--- src/hw/rtl/nst_pkg.sv ---
// ---------------------------------------------------------------------------
// nst_pkg: shared definitions for the named slot table
// Command and status codes, result layout and key normalization.
// ---------------------------------------------------------------------------
package nst_pkg;

  localparam int SLOT_COUNT_DEF = 16;
  localparam int NAME_BYTES_DEF = 12;
  localparam int KEY_BYTES      = 12;
  localparam int STORE_BYTES    = 11;
  localparam int STORE_BITS     = STORE_BYTES * 8;

  localparam int CMD_W    = 2;
  localparam int STATUS_W = 3;

  localparam logic [CMD_W-1:0] CMD_FIND   = 2'd0;
  localparam logic [CMD_W-1:0] CMD_CREATE = 2'd1;
  localparam logic [CMD_W-1:0] CMD_DELETE = 2'd2;
  localparam logic [CMD_W-1:0] CMD_READ   = 2'd3;

  localparam logic [STATUS_W-1:0] ST_FOUND     = 3'd0;
  localparam logic [STATUS_W-1:0] ST_CREATED   = 3'd1;
  localparam logic [STATUS_W-1:0] ST_NOT_FOUND = 3'd2;
  localparam logic [STATUS_W-1:0] ST_BAD_NAME  = 3'd3;
  localparam logic [STATUS_W-1:0] ST_FULL      = 3'd4;
  localparam logic [STATUS_W-1:0] ST_EMPTY     = 3'd5;

  typedef struct packed {
    logic [STORE_BITS-1:0] name;
    logic                  bad;
  } key_t;

  typedef struct packed {
    logic [STATUS_W-1:0] status;
    logic [3:0]          slot_number;
    logic [63:0]         found_low;
    logic [23:0]         found_high;
  } result_t;

  // Zero every byte after the first zero byte and every byte at or above nb.
  // A key is bad when empty or when no terminator falls inside the first nb
  // bytes.
  function automatic key_t key_normalize(logic [63:0] lo, logic [31:0] hi, int nb);
    logic [KEY_BYTES*8-1:0] raw;
    logic [7:0]             b;
    logic                   ended;
    logic                   zero_in_range;
    key_t                   k;
    raw           = {hi, lo};
    ended         = 1'b0;
    zero_in_range = 1'b0;
    k.name        = '0;
    for (int i = 0; i < KEY_BYTES; i++) begin
      b = raw[8*i +: 8];
      if (i >= nb) begin
        b = 8'h00;
      end
      if (b == 8'h00) begin
        ended = 1'b1;
        if (i < nb) begin
          zero_in_range = 1'b1;
        end
      end
      if (!ended && i < STORE_BYTES) begin
        k.name[8*i +: 8] = b;
      end
    end
    k.bad = (raw[7:0] == 8'h00) || !zero_in_range;
    return k;
  endfunction

endpackage

--- src/hw/rtl/nst_if.sv ---
// ---------------------------------------------------------------------------
// nst_if: request and response channels of the named slot table
// Valid/ready channels; a transaction moves when both are high at a clock edge.
// ---------------------------------------------------------------------------
interface nst_cmd_if import nst_pkg::*; ();
  logic             valid;
  logic             ready;
  logic [CMD_W-1:0] cmd;
  logic [63:0]      key_low;
  logic [31:0]      key_high;
  logic [7:0]       slot_query;

  modport source (output valid, cmd, key_low, key_high, slot_query, input ready);
  modport sink   (input valid, cmd, key_low, key_high, slot_query, output ready);
endinterface

interface nst_rsp_if import nst_pkg::*; ();
  logic                valid;
  logic                ready;
  logic [STATUS_W-1:0] status;
  logic [3:0]          slot_number;
  logic [63:0]         found_low;
  logic [23:0]         found_high;

  modport source (output valid, status, slot_number, found_low, found_high, input ready);
  modport sink   (input valid, status, slot_number, found_low, found_high, output ready);
endinterface

--- src/hw/rtl/named_slot_table.sv ---
// ---------------------------------------------------------------------------
// named_slot_table: table of named slots with find, create, delete and read
// Top level: command sequencer, slot store and response register.
// ---------------------------------------------------------------------------
// Usage:
//   A request transaction carries cmd, a name key of up to twelve bytes
//   (key_low, key_high, byte 0 in the low bits) and slot_query for reads.
//   A response transaction carries status, slot_number and, for a read
//   that hits an occupied slot, the stored name in found_low/found_high.
//   Exactly one response follows each request, in order.
// Operation:
//   Find, create and delete scan the slots one per cycle through the single
//   store read port and one shared comparator, and stop early on a match.
//   A bad key is answered without a scan, a read with one store access.
//   One command is in flight at a time; request ready drops from the
//   accepting cycle until the result is handed over.
// Reset:
//   All slot occupied flags clear at once; the table is empty and the block
//   is ready in the first cycle after reset. No clearing sweep is needed.
// Stall:
//   A finished result waits in the response register while the receiver
//   holds ready low; the sequencer takes one more request and holds its
//   result until the register frees.
// ---------------------------------------------------------------------------
module named_slot_table import nst_pkg::*; #(
  parameter int SLOT_COUNT = SLOT_COUNT_DEF,
  parameter int NAME_BYTES = NAME_BYTES_DEF
) (
  input  logic      clk,
  input  logic      rst,
  nst_cmd_if.sink   request,
  nst_rsp_if.source response
);

  localparam int SLOT_W = $clog2(SLOT_COUNT);

  logic                  res_valid;
  logic                  res_take;
  result_t               res;
  logic [SLOT_W-1:0]     rd_addr;
  logic [STORE_BITS-1:0] rd_data;
  logic                  rd_occ;
  logic                  wr_en;
  logic                  clr_en;
  logic [SLOT_W-1:0]     wr_addr;
  logic [STORE_BITS-1:0] wr_data;

  logic                  out_valid;
  result_t               out_q;

  nst_scan_ctrl #(
    .SLOT_COUNT (SLOT_COUNT),
    .NAME_BYTES (NAME_BYTES)
  ) u_ctrl (
    .clk       (clk),
    .rst       (rst),
    .request   (request),
    .res_valid (res_valid),
    .res_take  (res_take),
    .res       (res),
    .rd_addr   (rd_addr),
    .rd_data   (rd_data),
    .rd_occ    (rd_occ),
    .wr_en     (wr_en),
    .clr_en    (clr_en),
    .wr_addr   (wr_addr),
    .wr_data   (wr_data)
  );

  nst_slot_store #(
    .SLOT_COUNT (SLOT_COUNT)
  ) u_store (
    .clk     (clk),
    .rst     (rst),
    .rd_addr (rd_addr),
    .rd_data (rd_data),
    .rd_occ  (rd_occ),
    .wr_en   (wr_en),
    .clr_en  (clr_en),
    .wr_addr (wr_addr),
    .wr_data (wr_data)
  );

  // Load the response register whenever it is empty or being drained.
  assign res_take = res_valid && (!out_valid || response.ready);

  always_ff @(posedge clk) begin
    if (rst) begin
      out_valid <= 1'b0;
    end else if (res_take) begin
      out_valid <= 1'b1;
    end else if (response.ready) begin
      out_valid <= 1'b0;
    end
  end

  // Payload holds while the receiver stalls.
  always_ff @(posedge clk) begin
    if (res_take) begin
      out_q <= res;
    end
  end

  assign response.valid       = out_valid;
  assign response.status      = out_q.status;
  assign response.slot_number = out_q.slot_number;
  assign response.found_low   = out_q.found_low;
  assign response.found_high  = out_q.found_high;

  // One command at a time: ready drops right after a request transaction.
  a_one_in_flight: assert property (@(posedge clk) disable iff (rst)
    (request.valid && request.ready) |=> !request.ready)
    else $error("request accepted while a command is in flight");

  // Store writes and clears happen only while a command is being resolved.
  a_no_idle_write: assert property (@(posedge clk) disable iff (rst)
    (wr_en || clr_en) |-> (!request.ready && !res_valid))
    else $error("slot store modified outside a command");

  // A response never stands valid in the cycle after reset.
  a_reset_quiet: assert property (@(posedge clk)
    $past(rst) |-> !response.valid)
    else $error("response valid right after reset");

endmodule

--- src/hw/rtl/nst_slot_store.sv ---
// ---------------------------------------------------------------------------
// nst_slot_store: slot name memory with per-slot occupied flags
// One registered read port, one write port; flags clear at reset.
// ---------------------------------------------------------------------------
module nst_slot_store import nst_pkg::*; #(
  parameter int SLOT_COUNT = SLOT_COUNT_DEF
) (
  input  logic                          clk,
  input  logic                          rst,
  input  logic [$clog2(SLOT_COUNT)-1:0] rd_addr,
  output logic [STORE_BITS-1:0]         rd_data,
  output logic                          rd_occ,
  input  logic                          wr_en,
  input  logic                          clr_en,
  input  logic [$clog2(SLOT_COUNT)-1:0] wr_addr,
  input  logic [STORE_BITS-1:0]         wr_data
);

  logic [STORE_BITS-1:0] mem [SLOT_COUNT];
  logic [SLOT_COUNT-1:0] occ;

  always_ff @(posedge clk) begin
    if (wr_en) begin
      mem[wr_addr] <= wr_data;
    end
    rd_data <= mem[rd_addr];
  end

  always_ff @(posedge clk) begin
    if (rst) begin
      occ    <= '0;
      rd_occ <= 1'b0;
    end else begin
      rd_occ <= occ[rd_addr];
      if (wr_en) begin
        occ[wr_addr] <= 1'b1;
      end
      if (clr_en) begin
        occ[wr_addr] <= 1'b0;
      end
    end
  end

endmodule

--- src/hw/rtl/nst_scan_ctrl.sv ---
// ---------------------------------------------------------------------------
// nst_scan_ctrl: command sequencer and shared name comparator
// Scans slots one per cycle through the store read port and builds a result.
// ---------------------------------------------------------------------------
module nst_scan_ctrl import nst_pkg::*; #(
  parameter int SLOT_COUNT = SLOT_COUNT_DEF,
  parameter int NAME_BYTES = NAME_BYTES_DEF
) (
  input  logic                          clk,
  input  logic                          rst,
  nst_cmd_if.sink                       request,
  output logic                          res_valid,
  input  logic                          res_take,
  output result_t                       res,
  output logic [$clog2(SLOT_COUNT)-1:0] rd_addr,
  input  logic [STORE_BITS-1:0]         rd_data,
  input  logic                          rd_occ,
  output logic                          wr_en,
  output logic                          clr_en,
  output logic [$clog2(SLOT_COUNT)-1:0] wr_addr,
  output logic [STORE_BITS-1:0]         wr_data
);

  localparam int SLOT_W = $clog2(SLOT_COUNT);
  localparam int CNT_W  = SLOT_W + 1;
  localparam logic [CNT_W-1:0]  SLOT_END  = CNT_W'(SLOT_COUNT);
  localparam logic [SLOT_W-1:0] SLOT_LAST = SLOT_W'(SLOT_COUNT - 1);

  localparam logic [2:0] S_IDLE   = 3'd0;
  localparam logic [2:0] S_SCAN   = 3'd1;
  localparam logic [2:0] S_RDADDR = 3'd2;
  localparam logic [2:0] S_RDDATA = 3'd3;
  localparam logic [2:0] S_DONE   = 3'd4;

  logic [2:0]        state, state_next;
  logic [CMD_W-1:0]  cmd_q;
  logic [STORE_BITS-1:0] key_q;
  logic [SLOT_W-1:0] q_idx;
  logic              q_ok;
  logic [CNT_W-1:0]  iss;
  logic              cmp_vld;
  logic [SLOT_W-1:0] cmp_idx;
  logic              free_found;
  logic [SLOT_W-1:0] free_idx;
  result_t           res_q, res_next;
  logic              res_load;

  key_t              key_in;
  logic              accept;
  logic              iss_live;
  logic              hit;
  logic              last;
  logic              free_here;
  logic              have_free;
  logic [SLOT_W-1:0] free_sel;

  assign key_in   = key_normalize(request.key_low, request.key_high, NAME_BYTES);
  assign request.ready = (state == S_IDLE);
  assign accept   = request.valid && request.ready;
  assign iss_live = (iss < SLOT_END);

  // One comparator serves every slot in turn.
  assign hit       = cmp_vld && rd_occ && (rd_data == key_q);
  assign last      = cmp_vld && (cmp_idx == SLOT_LAST);
  assign free_here = cmp_vld && !rd_occ;
  assign have_free = free_found || free_here;
  assign free_sel  = free_found ? free_idx : cmp_idx;

  assign wr_data   = key_q;
  assign res       = res_q;
  assign res_valid = (state == S_DONE);

  always_comb begin
    state_next = state;
    res_load   = 1'b0;
    res_next   = '0;
    rd_addr    = '0;
    wr_en      = 1'b0;
    clr_en     = 1'b0;
    wr_addr    = '0;
    unique case (state)
      S_IDLE: begin
        if (accept && request.cmd == CMD_READ) begin
          state_next = S_RDADDR;
        end else if (accept && key_in.bad) begin
          res_load        = 1'b1;
          res_next.status = (request.cmd == CMD_CREATE) ? ST_BAD_NAME : ST_NOT_FOUND;
          state_next      = S_DONE;
        end else if (accept) begin
          state_next = S_SCAN;
        end
      end
      S_SCAN: begin
        if (iss_live) begin
          rd_addr = iss[SLOT_W-1:0];
        end
        if (hit) begin
          res_load             = 1'b1;
          res_next.status      = ST_FOUND;
          res_next.slot_number = 4'(cmp_idx);
          clr_en               = (cmd_q == CMD_DELETE);
          wr_addr              = cmp_idx;
          state_next           = S_DONE;
        end else if (last) begin
          res_load   = 1'b1;
          state_next = S_DONE;
          if (cmd_q == CMD_CREATE && have_free) begin
            wr_en                = 1'b1;
            wr_addr              = free_sel;
            res_next.status      = ST_CREATED;
            res_next.slot_number = 4'(free_sel);
          end else if (cmd_q == CMD_CREATE) begin
            res_next.status = ST_FULL;
          end else begin
            res_next.status = ST_NOT_FOUND;
          end
        end
      end
      S_RDADDR: begin
        rd_addr    = q_idx;
        state_next = S_RDDATA;
      end
      S_RDDATA: begin
        res_load   = 1'b1;
        state_next = S_DONE;
        if (q_ok && rd_occ) begin
          res_next.status      = ST_FOUND;
          res_next.slot_number = 4'(q_idx);
          res_next.found_low   = rd_data[63:0];
          res_next.found_high  = rd_data[STORE_BITS-1:64];
        end else begin
          res_next.status = ST_EMPTY;
        end
      end
      S_DONE: begin
        if (res_take) begin
          state_next = S_IDLE;
        end
      end
      default: begin
        state_next = S_IDLE;
      end
    endcase
  end

  always_ff @(posedge clk) begin
    if (rst) begin
      state <= S_IDLE;
    end else begin
      state <= state_next;
    end
  end

  always_ff @(posedge clk) begin
    if (rst) begin
      cmp_vld    <= 1'b0;
      free_found <= 1'b0;
      iss        <= '0;
    end else if (state == S_IDLE) begin
      cmp_vld    <= 1'b0;
      free_found <= 1'b0;
      iss        <= '0;
    end else if (state == S_SCAN) begin
      cmp_vld <= iss_live;
      if (iss_live) begin
        iss <= iss + CNT_W'(1);
      end
      if (free_here && !free_found) begin
        free_found <= 1'b1;
      end
    end
  end

  always_ff @(posedge clk) begin
    if (accept) begin
      cmd_q <= request.cmd;
      key_q <= key_in.name;
      q_ok  <= ({1'b0, request.slot_query} < 9'(SLOT_COUNT));
      q_idx <= SLOT_W'(request.slot_query);
    end
    if (state == S_SCAN) begin
      cmp_idx <= iss[SLOT_W-1:0];
      if (free_here && !free_found) begin
        free_idx <= cmp_idx;
      end
    end
    if (res_load) begin
      res_q <= res_next;
    end
  end

endmodule

--- src/flat_wrapper.sv ---
// flat-port wrapper written by rule: the top's interface ports become plain ports
module named_slot_table_flat import nst_pkg::*;
#(
  parameter int SLOT_COUNT = SLOT_COUNT_DEF,
  parameter int NAME_BYTES = NAME_BYTES_DEF
)
  (clk, rst, request_valid, request_cmd, request_key_low, request_key_high, request_slot_query, request_ready, response_valid, response_status, response_slot_number, response_found_low, response_found_high, response_ready);
  nst_cmd_if request_i ();
  nst_rsp_if response_i ();
  input  logic clk;
  input  logic rst;
  input wire logic [$bits(request_i.valid)-1:0] request_valid;
  input wire logic [$bits(request_i.cmd)-1:0] request_cmd;
  input wire logic [$bits(request_i.key_low)-1:0] request_key_low;
  input wire logic [$bits(request_i.key_high)-1:0] request_key_high;
  input wire logic [$bits(request_i.slot_query)-1:0] request_slot_query;
  output wire logic [$bits(request_i.ready)-1:0] request_ready;
  output wire logic [$bits(response_i.valid)-1:0] response_valid;
  output wire logic [$bits(response_i.status)-1:0] response_status;
  output wire logic [$bits(response_i.slot_number)-1:0] response_slot_number;
  output wire logic [$bits(response_i.found_low)-1:0] response_found_low;
  output wire logic [$bits(response_i.found_high)-1:0] response_found_high;
  input wire logic [$bits(response_i.ready)-1:0] response_ready;
  assign request_i.valid = request_valid;
  assign request_i.cmd = request_cmd;
  assign request_i.key_low = request_key_low;
  assign request_i.key_high = request_key_high;
  assign request_i.slot_query = request_slot_query;
  assign request_ready = request_i.ready;
  assign response_valid = response_i.valid;
  assign response_status = response_i.status;
  assign response_slot_number = response_i.slot_number;
  assign response_found_low = response_i.found_low;
  assign response_found_high = response_i.found_high;
  assign response_i.ready = response_ready;
  named_slot_table #(.SLOT_COUNT(SLOT_COUNT), .NAME_BYTES(NAME_BYTES)) u_core (.clk(clk), .rst(rst), .request(request_i), .response(response_i));
endmodule
--- config.mk ---
export PLATFORM = sky130hd
export DESIGN_NAME = named_slot_table_flat
export DESIGN_NICKNAME = d
export VERILOG_FILES = /design/src/hw/rtl/nst_pkg.sv /design/src/hw/rtl/nst_if.sv /design/src/hw/rtl/named_slot_table.sv /design/src/hw/rtl/nst_slot_store.sv /design/src/hw/rtl/nst_scan_ctrl.sv /design/src/flat_wrapper.sv
export SDC_FILE = /design/constraint.sdc
export NUM_CORES = 2
export LEC_CHECK = 0
export BUFFER_PORTS_ARGS = -buffer_cell sky130_fd_sc_hd__buf_2
export CORE_UTILIZATION = 55
export CTS_BUF_LIST = sky130_fd_sc_hd__clkbuf_4 sky130_fd_sc_hd__clkbuf_8
export DETAILED_ROUTE_END_ITERATION = 8
export HOLD_SLACK_MARGIN = 0.03
export PLACE_DENSITY = 0.74
export SKIP_CTS_REPAIR_TIMING = 1
export SLEW_MARGIN = 5
export SYNTH_ARGS = -nofsm -noshare
export SYNTH_HDL_FRONTEND = slang
export SYNTH_SLANG_ARGS = --single-unit
--- constraint.sdc ---
create_clock -name clk -period 13.2 [get_ports clk]
set_clock_uncertainty 0.2 [all_clocks]
set_input_delay 0.66 -clock clk [delete_from_list [all_inputs] [get_ports clk]]
set_output_delay 0.66 -clock clk [all_outputs]
set_load 0.01 [all_outputs]
==> reports/results.ini <==
[final_layout]
finalNonFillerCells=5697
mostFrequentLayoutCell=edfxtp_1
final_cell_mix=edfxtp_1 (1,701), mux4_2 (356), clkbuf_8 (334)
finalNetCount=3969
area_growth_pct=14.27
utilization_pct=63.72
post_route_cells_drive_above_1_share_pct=27.76

[worst_setup_path]
path_class=reg2reg
arrival_ns=6.96
r2r_start=u_core.u_ctrl.wr_data[80]$_SDFFCE_PN0P_
reg2reg_to=u_core.u_store.mem[5][39]$_DFFE_PP_
r2r_slack_ns=6.60
end_kind=flip-flop
crit_path_start_kind=flip-flop
r2r_cells=11
critical_path.endpoint=u_core.u_store.mem[5][39]$_DFFE_PP_
path_max_fanout=50
required_ns=13.56
cp_cell_sequence=xnor2_1 > nand4_1 > nor4_1 > nand4_1 > nor2_1 > a32o_1 > a22o_1 > nand2_1 > nor2_4 > buf_4 > buf_4
cpMaxStageDelayCell=buf_4
worstSetupStartpoint=u_core.u_ctrl.wr_data[80]$_SDFFCE_PN0P_
slowest_delay_ns=0.92

[logic_synthesis]
synth_cell_type_count=67
syn_area_per_cell_um2=20.24
yosysWarnings=0
yosysSeqAreaShare_pct=78.16
ys_seq_elements=1817
synth.top_cell.area_share_pct=74.76
synthArstFlopShare_pct=0
netlist_area_um2=68320
ys.flop_type=edfxtp_1
synth_area_leaders=edfxtp_1 (75%), mux4_2 (12%), dfxtp_1 (3.4%)
synth_largest_area_cell=edfxtp_1
syn_nets=3487
synth_edf_count=1701
postSynthCellCount=3376

[detailed_routing]
firstDrtPassIters=6
drtIter0Drc=4652
vias=35630
wl_mm=170.3
drc=0
avgRoutedWirePerCell_um=29.88
avgViaCountPerCell=6.254
ant_nets=0

[flow_run]
maxCapViolCount=0

[grt]
grt_overflow_total=0
track_usage_pct=26.94
grt_pass1_wl_mm=240.2
antenna_found_initial=10
grt_pass1_vias=35160
grt_max_degree=148

[floorplanning]
die-area_um2=125600
die_w_um=354.4
ios=207
initial_core_util_pct=55.76
die_y_um=354.4
rows=128
core-area_um2=122500

[outcome]
outcome=completed

[sta]
fin_hold_ws_ns=0.07707
timing.fmax_mhz=151.6
worstMarginPinSlew_ns=1.238
final_hold_viol_count=0
setup_violations=0
rsz0062_at_grt=false
fin_crit_sh_pct=49.98
post-route-min-period_ns=6.598
fin_setup_tns_ns=0
drv_slew=0
slew_headroom_pct=17.49

[placement]
placed_cells=5088
dpl.hpwl_mm=93.55
place_congestion=0.8627
port_buffers=206

[min_path]
hold_path_class=in2reg

[cts]
cts_buffer_depth=4
h-tree-depth=5
cts_buffers=297
clk_root_buffer_cell=clkbuf_8
numClockSinks=1817
clk_latency_ns=0.98
clk_pin_slew_ns=0.07
cts_tree=built

[power_and_ir_drop]
power_leakage_nw=24.91
p_per_area_nw_per_um2=151.3
vdd_drop_max_uv=131.0

## critical path: cells and delay by family (launching register included)
family,cells,cell delay (ns)
compound gates,2,1.19
flops,1,0.59
xor+xnor,1,0.57
buf+inv,2,1.56
simple gates,6,2.01
## worst min path at each step
stage	start	to	slack [ns]	cells past startpoint
2_1_floorplan	u_core.u_ctrl.res[0]$_SDFFCE_PN0P_	u_core.response.found_high[0]$_DFFE_PP_	0.20	0
3_3_place_gp	u_core.u_ctrl.res[9]$_SDFFCE_PN0P_	u_core.response.found_high[9]$_DFFE_PP_	0.20	0
3_5_place_dp	u_core.u_ctrl.res[12]$_SDFFCE_PN0P_	u_core.response.found_high[12]$_DFFE_PP_	0.20	0
4_1_cts	request_slot_query[3]	u_core.u_ctrl.q_idx[3]$_DFFE_PP_	-0.40	1
5_1_grt	request_key_high[8]	u_core.u_ctrl.wr_data[72]$_SDFFCE_PP0P_	0.05	2
6_report	request_key_high[13]	u_core.u_ctrl.wr_data[77]$_SDFFCE_PP0P_	0.08	2
## cell usage after synthesis, drive strengths merged, types with 9 or more instances
library cell and instances:
a21oi 12, xor2 11, edfxtp 1701, and2 243, clkbuf 125, nand3 10, xnor2 47, nor4 36
nor3 33, nor2 29, a211oi 100, nand2 214, nand4 16, a31oi 95, and3 17, dfxtp 116
inv 28, buf 52, mux4 356, a41oi 9, nand2b 23, nor2b 29
## routing by layer
metal | routed length, µm | GRT usage [%]
met1 | 66160 | 37.87
met5 | 27 | 0
met3 | 17660 | 6.689
met2 | 80560 | 41.28
met4 | 5847 | 10.13
## stage by stage
stage,total power [mW],setup WS (ns),area [µm²]
floorplan,6.878,3.666,68320
global placement,7.095,6.901,71310
detailed placement,7.104,6.796,71310
CTS,11.83,6.731,77100
global route,12.14,6.440,78070
finish,11.81,6.602,78070
## layout make-up
class                   count  area, µm²
flip-flops and latches   1817      53400
fillers                  8073      44450
multi-input cells        1354      14220
clock buffers             434       5348
repair buffers            360       2502
well taps                1625       2033
clock inverters            77      447.9
inverters                  28      112.6
diodes                      2      5.005
## where the power goes
group	total [mW]	internal, mW	switching [mW]
Sequential	6.59	6.44	0.149
Combinational	0.425	0.165	0.260
Clock	4.79	2.66	2.13
## sequential cells by signal (all words and copies together), names as in the netlist, 2 cells and up
register and flops:
u_core.u_store.rd_data 88, u_core.response.found_high 24, u_core.u_ctrl.q_idx 4, u_core.u_ctrl.state 3
u_core.u_ctrl.res 95, u_core.u_ctrl.cmp_idx 4, u_core.u_ctrl.wr_data 88, u_core.u_ctrl.cmd_q 2
u_core.u_store.mem 1408, u_core.response.found_low 64, u_core.response.slot_number 4, u_core.response.status 3
u_core.u_ctrl.iss 5, u_core.u_ctrl.free_idx 4, u_core.u_store.occ 16
## cell families (layout without fill, tap and decap cells)
family                     count (synthesis)  count (layout)  share of synthesized area [%]
xor gates and xnor gates                  58              58                         0.7435
DFF                                     1817            1817                          78.16
other                                      0               2                              0
adders and majority gates                  1               1                        0.01831
and+or+nand+nor                          676             676                          5.296
AOI/OAI and AO/OA                        260             260                          2.780
muxes                                    359             359                          11.78
buffers and inverters                    205             899                          1.218
No activity file was read; power rests on OpenSTA's default activity.
